`src/rtl/core/qcrpm_pkg.sv`:
```
// ============================================================================
// qcrpm_pkg - shared types and constants of the quadrature counter
// Widths, command codes, controller states and the result record used by
// the controller, the datapath and the result queue.
// ============================================================================
package qcrpm_pkg;

  // Width of the position counter and of the millisecond clock.
  localparam int unsigned COUNT_BITS = 32;
  localparam int unsigned TIME_BITS  = 32;

  // Fixed field widths.
  localparam int unsigned CPR_W   = 16;
  localparam int unsigned SCALE_W = 16;
  localparam int unsigned Q_W     = 16;
  localparam int unsigned POS_W   = 32;

  // Derived datapath widths.
  localparam int unsigned NUM_W  = COUNT_BITS + SCALE_W;
  localparam int unsigned DEN_W  = TIME_BITS + CPR_W;
  localparam int unsigned DSH_W  = DEN_W + Q_W - 1;
  localparam int unsigned STEP_W = $clog2(Q_W);

  // Milliseconds per minute.
  localparam int unsigned RPM_SCALE = 1000 * 60;

  typedef logic [COUNT_BITS-1:0] count_t;
  typedef logic [TIME_BITS-1:0]  tstamp_t;
  typedef logic [CPR_W-1:0]      cpr_t;
  typedef logic [NUM_W-1:0]      num_t;
  typedef logic [DEN_W-1:0]      den_t;
  typedef logic [DSH_W-1:0]      dsh_t;
  typedef logic [Q_W-1:0]        quo_t;
  typedef logic [STEP_W-1:0]     step_t;
  typedef logic signed [15:0]    speed_t;

  // Saturation limits of the 16-bit speed.
  localparam quo_t   POS_LIMIT = quo_t'(16'h7FFF);
  localparam quo_t   NEG_LIMIT = quo_t'(16'h8000);
  localparam speed_t SPEED_MAX = 16'sh7FFF;
  localparam speed_t SPEED_MIN = -16'sh8000;

  typedef enum logic [1:0] {
    CMD_SAMPLE = 2'd0,
    CMD_TICK   = 2'd1,
    CMD_SPEED  = 2'd2,
    CMD_CLEAR  = 2'd3
  } cmd_t;

  typedef enum logic [2:0] {
    ST_IDLE,
    ST_MUL,
    ST_INIT,
    ST_DIV,
    ST_FIN
  } state_t;

  // Commands from the controller to the datapath.
  typedef struct packed {
    logic take;
    logic load_mul;
    logic div_init;
    logic div_step;
    logic finish;
  } ctrl_t;

  // One result item.
  typedef struct packed {
    logic signed [POS_W-1:0] position;
    speed_t                  speed_rpm;
    logic                    speed_fresh;
    logic                    fault;
  } result_t;

endpackage

```
`src/rtl/core/qcrpm_in_if.sv`:
```
// ============================================================================
// qcrpm_in_if - sample channel of the quadrature counter
// Valid/ready channel carrying the command and the two pin levels.
// ============================================================================
interface qcrpm_in_if;
  logic       valid;
  logic       ready;
  logic [1:0] command;
  logic       pin_a;
  logic       pin_b;

  modport source (output valid, output command, output pin_a, output pin_b, input ready);
  modport sink   (input valid, input command, input pin_a, input pin_b, output ready);
endinterface

```
`src/rtl/core/qcrpm_out_if.sv`:
```
// ============================================================================
// qcrpm_out_if - result channel of the quadrature counter
// Valid/ready channel carrying position, speed and status flags.
// ============================================================================
interface qcrpm_out_if;
  logic               valid;
  logic               ready;
  logic signed [31:0] position;
  logic signed [15:0] speed_rpm;
  logic               speed_fresh;
  logic               fault;

  modport source (output valid, output position, output speed_rpm, output speed_fresh,
                  output fault, input ready);
  modport sink   (input valid, input position, input speed_rpm, input speed_fresh,
                  input fault, output ready);
endinterface

```
`src/rtl/core/quadrature_counter_with_rpm_top.sv`:
```
// ============================================================================
// quadrature_counter_with_rpm_top - x4 quadrature decoder with speed output
// Counts every edge of an A/B encoder and turns the count change over a
// millisecond window into revolutions per minute.
// ============================================================================
// Each item on the sample channel gives exactly one result item. A pin
// sample, a millisecond tick or a clear is pushed to the queue in the cycle
// it is taken and, when the result channel keeps up, a new one can follow
// in every clock. A speed update runs through these steps from acceptance
// to its result: forming the count and time deltas, the two multiplications
// (delta count by 60000, delta time by counts per revolution), setting up
// the divider, the restoring divider that resolves one quotient bit per
// clock, and applying sign and saturation; no sample is taken meanwhile.
// The result is truncated toward zero and saturated to the signed 16-bit
// range; a zero time window yields speed 0 with fault set. Finished results
// wait in a two-entry queue, so items keep being taken while the sink
// stalls until that queue is full. The counts-per-revolution register
// resets to 1 and a write of zero is ignored.
module quadrature_counter_with_rpm_top (
  input  logic                 clk,
  input  logic                 rst,
  qcrpm_in_if.sink             sample_ch,
  qcrpm_out_if.source          result_ch,
  input  logic                 cfg_we,
  input  logic [15:0]          cfg_wdata
);

  qcrpm_pkg::ctrl_t   ctrl_cmd;
  qcrpm_pkg::result_t dp_result;
  qcrpm_pkg::result_t head;
  logic               is_speed;
  logic               queue_full;
  logic               queue_not_empty;
  logic               push;
  logic               pop;

  // The controller only needs to know whether the offered item is a speed
  // update, since that is the one command that runs the divider.
  assign is_speed = (qcrpm_pkg::cmd_t'(sample_ch.command) == qcrpm_pkg::CMD_SPEED);
  assign pop      = queue_not_empty && result_ch.ready;

  qcrpm_ctrl u_ctrl (
    .clk        (clk),
    .rst        (rst),
    .in_valid   (sample_ch.valid),
    .is_speed   (is_speed),
    .queue_full (queue_full),
    .in_ready   (sample_ch.ready),
    .push       (push),
    .cmd        (ctrl_cmd)
  );

  qcrpm_dp u_dp (
    .clk       (clk),
    .rst       (rst),
    .cmd       (ctrl_cmd),
    .command   (sample_ch.command),
    .pin_a     (sample_ch.pin_a),
    .pin_b     (sample_ch.pin_b),
    .cfg_we    (cfg_we),
    .cfg_wdata (cfg_wdata),
    .result    (dp_result)
  );

  qcrpm_outq u_outq (
    .clk       (clk),
    .rst       (rst),
    .push      (push),
    .push_data (dp_result),
    .pop       (pop),
    .full      (queue_full),
    .not_empty (queue_not_empty),
    .head      (head)
  );

  // The result channel is driven straight from the head of the queue.
  assign result_ch.valid       = queue_not_empty;
  assign result_ch.position    = head.position;
  assign result_ch.speed_rpm   = head.speed_rpm;
  assign result_ch.speed_fresh = head.speed_fresh;
  assign result_ch.fault       = head.fault;

`ifndef SYNTHESIS
  // A result must never be written into a full queue.
  a_no_overflow: assert property (@(posedge clk) disable iff (rst)
    push |-> !queue_full)
    else $error("result pushed into full queue");

  // The multiply stage is always followed by the divider set-up.
  a_mul_then_init: assert property (@(posedge clk) disable iff (rst)
    ctrl_cmd.load_mul |=> ctrl_cmd.div_init)
    else $error("divider set-up did not follow multiply");

  // A fresh speed is only ever produced by the end of a division.
  a_fresh_from_div: assert property (@(posedge clk) disable iff (rst)
    (push && dp_result.speed_fresh) |-> ctrl_cmd.finish)
    else $error("fresh speed pushed outside division finish");

  // No item is taken while a division is running.
  a_no_take_in_div: assert property (@(posedge clk) disable iff (rst)
    ctrl_cmd.div_step |-> !sample_ch.ready)
    else $error("item accepted during division");
`endif

endmodule

```
`src/rtl/core/qcrpm_ctrl.sv`:
```
// ============================================================================
// qcrpm_ctrl - controller of the quadrature counter
// Accepts items, and sequences multiply, divider set-up, the restoring
// division steps and the final saturation of a speed update.
// ============================================================================
module qcrpm_ctrl (
  input  logic              clk,
  input  logic              rst,
  input  logic              in_valid,
  input  logic              is_speed,
  input  logic              queue_full,
  output logic              in_ready,
  output logic              push,
  output qcrpm_pkg::ctrl_t  cmd
);

  qcrpm_pkg::state_t state, state_next;
  qcrpm_pkg::step_t  step_cnt, step_cnt_next;
  logic              take;

  assign in_ready = (state == qcrpm_pkg::ST_IDLE) && !queue_full;
  assign take     = in_valid && in_ready;

  always_ff @(posedge clk) begin
    if (rst) begin
      state    <= qcrpm_pkg::ST_IDLE;
      step_cnt <= '0;
    end else begin
      state    <= state_next;
      step_cnt <= step_cnt_next;
    end
  end

  // Next state.
  always_comb begin
    state_next    = state;
    step_cnt_next = step_cnt;
    case (state)
      qcrpm_pkg::ST_IDLE: begin
        if (take && is_speed) begin
          state_next = qcrpm_pkg::ST_MUL;
        end
      end
      qcrpm_pkg::ST_MUL: begin
        state_next = qcrpm_pkg::ST_INIT;
      end
      qcrpm_pkg::ST_INIT: begin
        state_next    = qcrpm_pkg::ST_DIV;
        step_cnt_next = qcrpm_pkg::step_t'(qcrpm_pkg::Q_W - 1);
      end
      qcrpm_pkg::ST_DIV: begin
        if (step_cnt == '0) begin
          state_next = qcrpm_pkg::ST_FIN;
        end else begin
          step_cnt_next = step_cnt - qcrpm_pkg::step_t'(1);
        end
      end
      qcrpm_pkg::ST_FIN: begin
        state_next = qcrpm_pkg::ST_IDLE;
      end
      default: begin
        state_next = qcrpm_pkg::ST_IDLE;
      end
    endcase
  end

  // Outputs.
  always_comb begin
    cmd      = '0;
    cmd.take = take;
    push     = 1'b0;
    case (state)
      qcrpm_pkg::ST_IDLE: push         = take && !is_speed;
      qcrpm_pkg::ST_MUL:  cmd.load_mul = 1'b1;
      qcrpm_pkg::ST_INIT: cmd.div_init = 1'b1;
      qcrpm_pkg::ST_DIV:  cmd.div_step = 1'b1;
      qcrpm_pkg::ST_FIN: begin
        cmd.finish = 1'b1;
        push       = 1'b1;
      end
      default: ;
    endcase
  end

endmodule

```
`src/rtl/core/qcrpm_dp.sv`:
```
// ============================================================================
// qcrpm_dp - datapath of the quadrature counter
// Position and clock state, speed window, two multipliers and a restoring
// divider that produces one quotient bit per step.
// ============================================================================
module qcrpm_dp (
  input  logic                clk,
  input  logic                rst,
  input  qcrpm_pkg::ctrl_t    cmd,
  input  logic [1:0]          command,
  input  logic                pin_a,
  input  logic                pin_b,
  input  logic                cfg_we,
  input  qcrpm_pkg::cpr_t     cfg_wdata,
  output qcrpm_pkg::result_t  result
);

  // Architectural state.
  qcrpm_pkg::count_t  position_count;
  logic               prev_a;
  logic               prev_b;
  qcrpm_pkg::tstamp_t ms_clock;
  qcrpm_pkg::tstamp_t last_update_ms;
  qcrpm_pkg::count_t  last_update_count;
  qcrpm_pkg::speed_t  last_speed;
  qcrpm_pkg::cpr_t    counts_per_rev;

  // Speed working registers.
  qcrpm_pkg::tstamp_t dms;
  qcrpm_pkg::count_t  mag;
  logic               neg;
  logic               zero_dt;
  qcrpm_pkg::num_t    num;
  qcrpm_pkg::den_t    den;
  qcrpm_pkg::num_t    rem;
  qcrpm_pkg::dsh_t    dsh;
  qcrpm_pkg::quo_t    quo;

  qcrpm_pkg::cmd_t    code;
  logic               ca;
  logic               cb;
  logic               item_fault;
  qcrpm_pkg::count_t  position_count_next;
  qcrpm_pkg::count_t  dcount;
  qcrpm_pkg::tstamp_t dms_next;
  qcrpm_pkg::speed_t  speed_new;
  qcrpm_pkg::count_t  pos_src;

  always_comb begin
    code                = qcrpm_pkg::cmd_t'(command);
    ca                  = pin_a != prev_a;
    cb                  = pin_b != prev_b;
    item_fault          = 1'b0;
    position_count_next = position_count;
    case (code)
      qcrpm_pkg::CMD_SAMPLE: begin
        if (ca && cb) begin
          item_fault = 1'b1;
        end else if (ca) begin
          position_count_next = (pin_a != pin_b) ?
                                position_count + qcrpm_pkg::count_t'(1) :
                                position_count - qcrpm_pkg::count_t'(1);
        end else if (cb) begin
          position_count_next = (pin_a == pin_b) ?
                                position_count + qcrpm_pkg::count_t'(1) :
                                position_count - qcrpm_pkg::count_t'(1);
        end
      end
      qcrpm_pkg::CMD_CLEAR: position_count_next = '0;
      default: ;
    endcase
  end

  assign dcount   = position_count - last_update_count;
  assign dms_next = ms_clock - last_update_ms;

  always_ff @(posedge clk) begin
    if (rst) begin
      position_count    <= '0;
      prev_a            <= 1'b0;
      prev_b            <= 1'b0;
      ms_clock          <= '0;
      last_update_ms    <= '0;
      last_update_count <= '0;
      last_speed        <= '0;
      counts_per_rev    <= qcrpm_pkg::cpr_t'(1);
    end else begin
      if (cfg_we && cfg_wdata != '0) begin
        counts_per_rev <= cfg_wdata;
      end
      if (cmd.take) begin
        position_count <= position_count_next;
        if (code == qcrpm_pkg::CMD_SAMPLE) begin
          prev_a <= pin_a;
          prev_b <= pin_b;
        end
        if (code == qcrpm_pkg::CMD_TICK) begin
          ms_clock <= ms_clock + qcrpm_pkg::tstamp_t'(1);
        end
        if (code == qcrpm_pkg::CMD_SPEED) begin
          last_update_ms    <= ms_clock;
          last_update_count <= position_count;
        end
      end
      if (cmd.finish) begin
        last_speed <= speed_new;
      end
    end
  end

  // Speed pipeline: window deltas, products, then the division steps.
  always_ff @(posedge clk) begin
    if (cmd.take) begin
      dms     <= dms_next;
      neg     <= dcount[qcrpm_pkg::COUNT_BITS-1];
      mag     <= dcount[qcrpm_pkg::COUNT_BITS-1] ? (~dcount + qcrpm_pkg::count_t'(1)) : dcount;
      zero_dt <= (dms_next == '0);
    end
    if (cmd.load_mul) begin
      num <= qcrpm_pkg::num_t'(mag) * qcrpm_pkg::num_t'(qcrpm_pkg::RPM_SCALE);
      den <= qcrpm_pkg::den_t'(dms) * qcrpm_pkg::den_t'(counts_per_rev);
    end
    if (cmd.div_init) begin
      rem <= num;
      dsh <= qcrpm_pkg::dsh_t'(den) << (qcrpm_pkg::Q_W - 1);
      quo <= '0;
    end else if (cmd.div_step) begin
      if (qcrpm_pkg::dsh_t'(rem) >= dsh) begin
        rem <= rem - qcrpm_pkg::num_t'(dsh);
        quo <= {quo[qcrpm_pkg::Q_W-2:0], 1'b1};
      end else begin
        quo <= {quo[qcrpm_pkg::Q_W-2:0], 1'b0};
      end
      dsh <= dsh >> 1;
    end
  end

  // Sign and saturation of the quotient.
  always_comb begin
    if (zero_dt) begin
      speed_new = '0;
    end else if (neg) begin
      speed_new = (quo > qcrpm_pkg::NEG_LIMIT) ? qcrpm_pkg::SPEED_MIN :
                  qcrpm_pkg::speed_t'(~quo + qcrpm_pkg::quo_t'(1));
    end else begin
      speed_new = (quo > qcrpm_pkg::POS_LIMIT) ? qcrpm_pkg::SPEED_MAX :
                  qcrpm_pkg::speed_t'(quo);
    end
  end

  assign pos_src = cmd.finish ? position_count : position_count_next;

  always_comb begin
    result.position = qcrpm_pkg::POS_W'($signed(pos_src));
    if (cmd.finish) begin
      result.speed_rpm   = speed_new;
      result.speed_fresh = 1'b1;
      result.fault       = zero_dt;
    end else begin
      result.speed_rpm   = last_speed;
      result.speed_fresh = 1'b0;
      result.fault       = item_fault;
    end
  end

endmodule

```
`src/rtl/core/qcrpm_outq.sv`:
```
// ============================================================================
// qcrpm_outq - two-entry result queue
// Holds finished results so that new items can be taken while the sink
// stalls.
// ============================================================================
module qcrpm_outq (
  input  logic                clk,
  input  logic                rst,
  input  logic                push,
  input  qcrpm_pkg::result_t  push_data,
  input  logic                pop,
  output logic                full,
  output logic                not_empty,
  output qcrpm_pkg::result_t  head
);

  qcrpm_pkg::result_t slot [2];
  logic               wr_ptr;
  logic               rd_ptr;
  logic [1:0]         count;

  assign full      = (count == 2'd2);
  assign not_empty = (count != 2'd0);
  assign head      = slot[rd_ptr];

  always_ff @(posedge clk) begin
    if (rst) begin
      wr_ptr <= 1'b0;
      rd_ptr <= 1'b0;
      count  <= 2'd0;
    end else begin
      if (push) begin
        wr_ptr <= ~wr_ptr;
      end
      if (pop) begin
        rd_ptr <= ~rd_ptr;
      end
      if (push && !pop) begin
        count <= count + 2'd1;
      end else if (pop && !push) begin
        count <= count - 2'd1;
      end
    end
  end

  always_ff @(posedge clk) begin
    if (push) begin
      slot[wr_ptr] <= push_data;
    end
  end

endmodule

```
`src/flat_wrapper.sv`:
```
// flat-port wrapper written by rule: the top's interface ports become plain ports
module quadrature_counter_with_rpm_top_flat 
  (clk, rst, cfg_we, cfg_wdata, sample_ch_valid, sample_ch_command, sample_ch_pin_a, sample_ch_pin_b, sample_ch_ready, result_ch_valid, result_ch_position, result_ch_speed_rpm, result_ch_speed_fresh, result_ch_fault, result_ch_ready);
  qcrpm_in_if sample_ch_i ();
  qcrpm_out_if result_ch_i ();
  input  logic clk;
  input  logic rst;
  input  logic cfg_we;
  input  logic [15:0] cfg_wdata;
  input wire logic [$bits(sample_ch_i.valid)-1:0] sample_ch_valid;
  input wire logic [$bits(sample_ch_i.command)-1:0] sample_ch_command;
  input wire logic [$bits(sample_ch_i.pin_a)-1:0] sample_ch_pin_a;
  input wire logic [$bits(sample_ch_i.pin_b)-1:0] sample_ch_pin_b;
  output wire logic [$bits(sample_ch_i.ready)-1:0] sample_ch_ready;
  output wire logic [$bits(result_ch_i.valid)-1:0] result_ch_valid;
  output wire logic [$bits(result_ch_i.position)-1:0] result_ch_position;
  output wire logic [$bits(result_ch_i.speed_rpm)-1:0] result_ch_speed_rpm;
  output wire logic [$bits(result_ch_i.speed_fresh)-1:0] result_ch_speed_fresh;
  output wire logic [$bits(result_ch_i.fault)-1:0] result_ch_fault;
  input wire logic [$bits(result_ch_i.ready)-1:0] result_ch_ready;
  assign sample_ch_i.valid = sample_ch_valid;
  assign sample_ch_i.command = sample_ch_command;
  assign sample_ch_i.pin_a = sample_ch_pin_a;
  assign sample_ch_i.pin_b = sample_ch_pin_b;
  assign sample_ch_ready = sample_ch_i.ready;
  assign result_ch_valid = result_ch_i.valid;
  assign result_ch_position = result_ch_i.position;
  assign result_ch_speed_rpm = result_ch_i.speed_rpm;
  assign result_ch_speed_fresh = result_ch_i.speed_fresh;
  assign result_ch_fault = result_ch_i.fault;
  assign result_ch_i.ready = result_ch_ready;
  quadrature_counter_with_rpm_top u_core (.clk(clk), .rst(rst), .sample_ch(sample_ch_i), .result_ch(result_ch_i), .cfg_we(cfg_we), .cfg_wdata(cfg_wdata));
endmodule
```
`config.mk`:
```
export PLATFORM = sky130hd
export DESIGN_NAME = quadrature_counter_with_rpm_top_flat
export DESIGN_NICKNAME = d
export VERILOG_FILES = /design/src/rtl/core/qcrpm_pkg.sv /design/src/rtl/core/qcrpm_in_if.sv /design/src/rtl/core/qcrpm_out_if.sv /design/src/rtl/core/quadrature_counter_with_rpm_top.sv /design/src/rtl/core/qcrpm_ctrl.sv /design/src/rtl/core/qcrpm_dp.sv /design/src/rtl/core/qcrpm_outq.sv /design/src/flat_wrapper.sv
export SDC_FILE = /design/constraint.sdc
export NUM_CORES = 2
export LEC_CHECK = 0
export ABC_AREA = 1
export BUFFER_PORTS_ARGS = -buffer_cell sky130_fd_sc_hd__clkbuf_2
export CAP_MARGIN = 25
export CORE_MARGIN = 4
export CORE_UTILIZATION = 55
export CTS_BUF_LIST = sky130_fd_sc_hd__clkbuf_8
export CTS_CLUSTER_DIAMETER = 40
export DETAILED_ROUTE_END_ITERATION = 16
export GPL_ROUTABILITY_DRIVEN = 1
export HOLD_SLACK_MARGIN = 0.06
export MAX_ROUTING_LAYER = met4
export PLACE_DENSITY = 0.74
export SYNTH_ARGS = -nofsm -noshare
export SYNTH_HDL_FRONTEND = slang
export SYNTH_SLANG_ARGS = --single-unit
```
`constraint.sdc`:
```
create_clock -name clk -period 5.97 [get_ports clk]
set_clock_uncertainty 0.2 [all_clocks]
set_input_delay 0.2985 -clock clk [delete_from_list [all_inputs] [get_ports clk]]
set_output_delay 0.2985 -clock clk [all_outputs]
set_load 0.005 [all_outputs]
```
==> flow_metrics.env <==
export IMPL_first_pass_iters=6
export IMPL_dieArea_sq_um=106000
export IMPL_root_buffer="clkbuf_8"
export IMPL_clk_latency_ns=0.78
export IMPL_synth_fp_nets=7873
export IMPL_place_area_sq_um=59100
export IMPL_core_sq_um=99900
export IMPL_drive_gt1_share_pct=13.9
export IMPL_cts_sinks=558
export IMPL_r2r_slack_ns=-0.12
export IMPL_dp_slack_ns=-0.337
export IMPL_clk_pin_slew_ns=0.06
export IMPL_synth_warning_count=0
export IMPL_max_freq_ghz=0.164
export IMPL_critPathArrivalTime_ns=6.37
export IMPL_slew_viol_final=0
export IMPL_relSlewSlack_pct=38.4
export IMPL_period_needed_ns=6.09
export IMPL_cp_required_ns=6.25
export IMPL_grt_pass1_vias=47600
export IMPL_wl_per_cell_um=17.4
export IMPL_layout_setup_ws_ns=-0.121
export IMPL_final_area_sq_um=63400
export IMPL_worstHoldPathCells=4
export IMPL_vias_per_cell=5.46
export IMPL_r2r_cells=25
export IMPL_grt_pass1_wl_um=243000
export IMPL_crit_path_end_kind="flip-flop"
export IMPL_syn_to_final_growth_pct=14.8
export IMPL_crit_path_start_kind="flip-flop"
export IMPL_ys_seq_elements=558
export IMPL_start_util_pct=55.3
export IMPL_syn_area_per_cell_sq_um=7.97
export IMPL_io_buffers=76
export IMPL_antenna_found_initial=3
export IMPL_timing_max_cap_violations=0
export IMPL_via_count=47400
export IMPL_numCtsBuffers=106
export IMPL_h_tree_depth=3
export IMPL_ys_flop_type="edfxtp_1"
export IMPL_hp_class="primary input to flip-flop"
export IMPL_ys_types=66
export IMPL_status="finished with violations"
export IMPL_ios=77
export IMPL_cts_tree="yes"
export IMPL_hold_viol=0
export IMPL_grt_max_degree=113
export IMPL_overflow=0
export IMPL_postRouteAntennaNets=0
export IMPL_period_share_pct=102
export IMPL_rsz0062_at_grt="yes"
export IMPL_critPathKind="flip-flop to flip-flop"
export IMPL_remaining_drc_errors=0
export IMPL_netlist_area_sq_um=55300
export IMPL_layout_nets=8223
export IMPL_dr_first_iter_drc_count=3743
export IMPL_cts_buffer_depth=3
export IMPL_synth_edff_count=353
export IMPL_routabilityCongestion=0.982
export IMPL_row_count=116
export IMPL_crit_fanout=10
export IMPL_violations="negative setup slack"
export IMPL_whs_ns=0.173
export IMPL_worstMarginPinSlew_ns=0.924
export IMPL_synthCells=6937
export IMPL_place_hpwl_um=119000
export IMPL_setup_viol=7
export IMPL_ys_seq_area_share_pct=26.6
export IMPL_grt_use_total_pct=29.0
export IMPL_die_x_um=325
export IMPL_die_h_um=325
export IMPL_async_flop_share_pct=0
export IMPL_totalWireLength_um=151000
per-stage QoR:
| stage | TNS [ns] | std cells | utilization [%] |
|---|---|---|---|
| 4_1_cts | -0.174 | 8644 | 62.6 |
| 3_5_place_dp | -4.87 | 8383 | 59.2 |
| 2_1_floorplan | 0 | 6937 | - |
| 5_1_grt | -4.42 | 8681 | 63.5 |
| 3_3_place_gp | -3.25 | 8383 | 59.2 |
| 6_report | -0.391 | 8681 | 63.5 |
cell usage in the layout, fill, tap and decap left out, drive strengths merged, types with 8 or more instances in the layout:
cell type    synthesis  layout
o211ai              29      29
buf                 28     391
inv               1393    1432
dlygate4sd3          0      34
a21o                18      18
dfxtp              205     205
edfxtp             353     353
nand2             1545    1545
nor2               478     478
o21a                23      23
or2                 20      20
nand4               77      77
o21bai              24      24
o21ai              400     400
nand3b              11      11
a221oi              10      10
xnor2               59      59
nor3                85      85
clkinv               7      48
a21boi              11      11
nand3              233     233
fa                 562     562
clkbuf             231     190
ha                 349     349
nor4                28      28
a211oi               8       8
o221ai               8       8
mux2                50      50
a31oi               60      60
o31ai                9       9
xor2               157     157
a21oi              427     427
layout make-up:
| type | count | area (sq um) |
|---|---|---|
| diodes | 3 | 7.51 |
| clock buffers | 114 | 1570 |
| clock inverters | 87 | 563 |
| fillers | 8512 | 36400 |
| inverters | 1400 | 5260 |
| multi-input cells | 4720 | 35500 |
| flip-flops and latches | 558 | 14700 |
| well taps | 1298 | 1620 |
| repair buffers | 501 | 4170 |
state kept, by name, summed over array words and instances, names as in the netlist, 2 cells and up, named ones only:
register and flops:
u_core.u_dp.num 43, u_core.u_outq.count 2, u_core.u_dp.last_speed 16, u_core.u_dp.den 48, u_core.u_dp.dms 32, u_core.u_outq.slot 100
u_core.u_dp.last_update_ms 32, u_core.u_dp.rem 48, u_core.u_dp.counts_per_rev 16, u_core.u_dp.dsh 63, u_core.u_dp.quo 16, u_core.u_dp.last_update_count 32
u_core.u_dp.mag 32, u_core.u_dp.ms_clock 32, u_core.u_dp.position_count 32, u_core.u_ctrl.step_cnt 4, u_core.u_ctrl.state 3
synthesized netlist by cell type, types with 27 or more instances:
cell | instances | area share [%]
a21oi_1 | 422 | 3.8
a31oi_1 | 60 | 0.68
clkbuf_1 | 230 | 1.6
dfxtp_1 | 205 | 7.4
edfxtp_1 | 353 | 19
fa_1 | 562 | 20
ha_1 | 349 | 7.9
inv_1 | 1386 | 9.4
mux2_2 | 50 | 1.0
nand2_1 | 1535 | 10
nand3_1 | 229 | 2.1
nand4_1 | 75 | 0.85
nor2_1 | 466 | 3.2
nor3_1 | 75 | 0.68
nor4_1 | 27 | 0.31
o211ai_1 | 29 | 0.39
o21ai_0 | 389 | 3.5
xnor2_1 | 56 | 0.89
xor2_1 | 155 | 2.5
layer usage:
metal | track usage [%] | up-vias | wire length (um)
li1 | - | 22700 | -
met5 | - | - | 0
met1 | 37.2 | 22700 | 62200
met2 | 47.5 | 1689 | 72500
met3 | 4.07 | 381 | 10800
met4 | 9.98 | 0 | 5390
critical path, cell delays in order, from the launching register on:
cell	delay, ns
dfxtp_1	0.33
buf_12	0.15
buf_12	0.14
nand2_1	0.07
inv_1	0.05
fa_1	0.47
inv_1	0.05
fa_1	0.56
inv_2	0.05
fa_1	0.58
fa_1	0.44
fa_1	0.49
inv_1	0.05
fa_1	0.49
inv_2	0.05
ha_4	0.21
buf_4	0.16
a21oi_2	0.18
o21a_1	0.14
inv_1	0.06
buf_4	0.13
a21oi_2	0.14
o21ai_0	0.14
a21oi_2	0.23
o31ai_4	0.12
xor2_1	0.15
repair_timing:
item | in CTS | in global routing
hold endpoints to repair | 59 | 0
pin swaps | 81 | 135
hold buffers | 34 | 0
endpoints found under the setup margin | 30 | 32
resized for setup | 149 | 210
setup buffers | 28 | 35
kinds of logic after synthesis:
kind of cell	count (synthesis)	share of synthesized area (%)
mux	50	1.02
simple gates	2483	18.6
flops	558	26.6
xor+xnor	216	3.49
buf+inv	1659	11.4
compound gates	1060	10.7
fa+ha+maj	911	28.3
worst paths after layout:
check | from | to
min | cfg_we | u_core.u_dp.counts_per_rev[9]
max | u_core.u_dp.counts_per_rev[12] | u_core.u_dp.den[42]
max reg2reg | u_core.u_dp.counts_per_rev[12] | u_core.u_dp.den[42]
min reg2reg | u_core.u_dp.last_update_ms[28] | u_core.u_dp.last_update_ms[28]
Power is not shown: default switching activity piles up to over one toggle a cycle in this logic, so the estimate is an artifact.
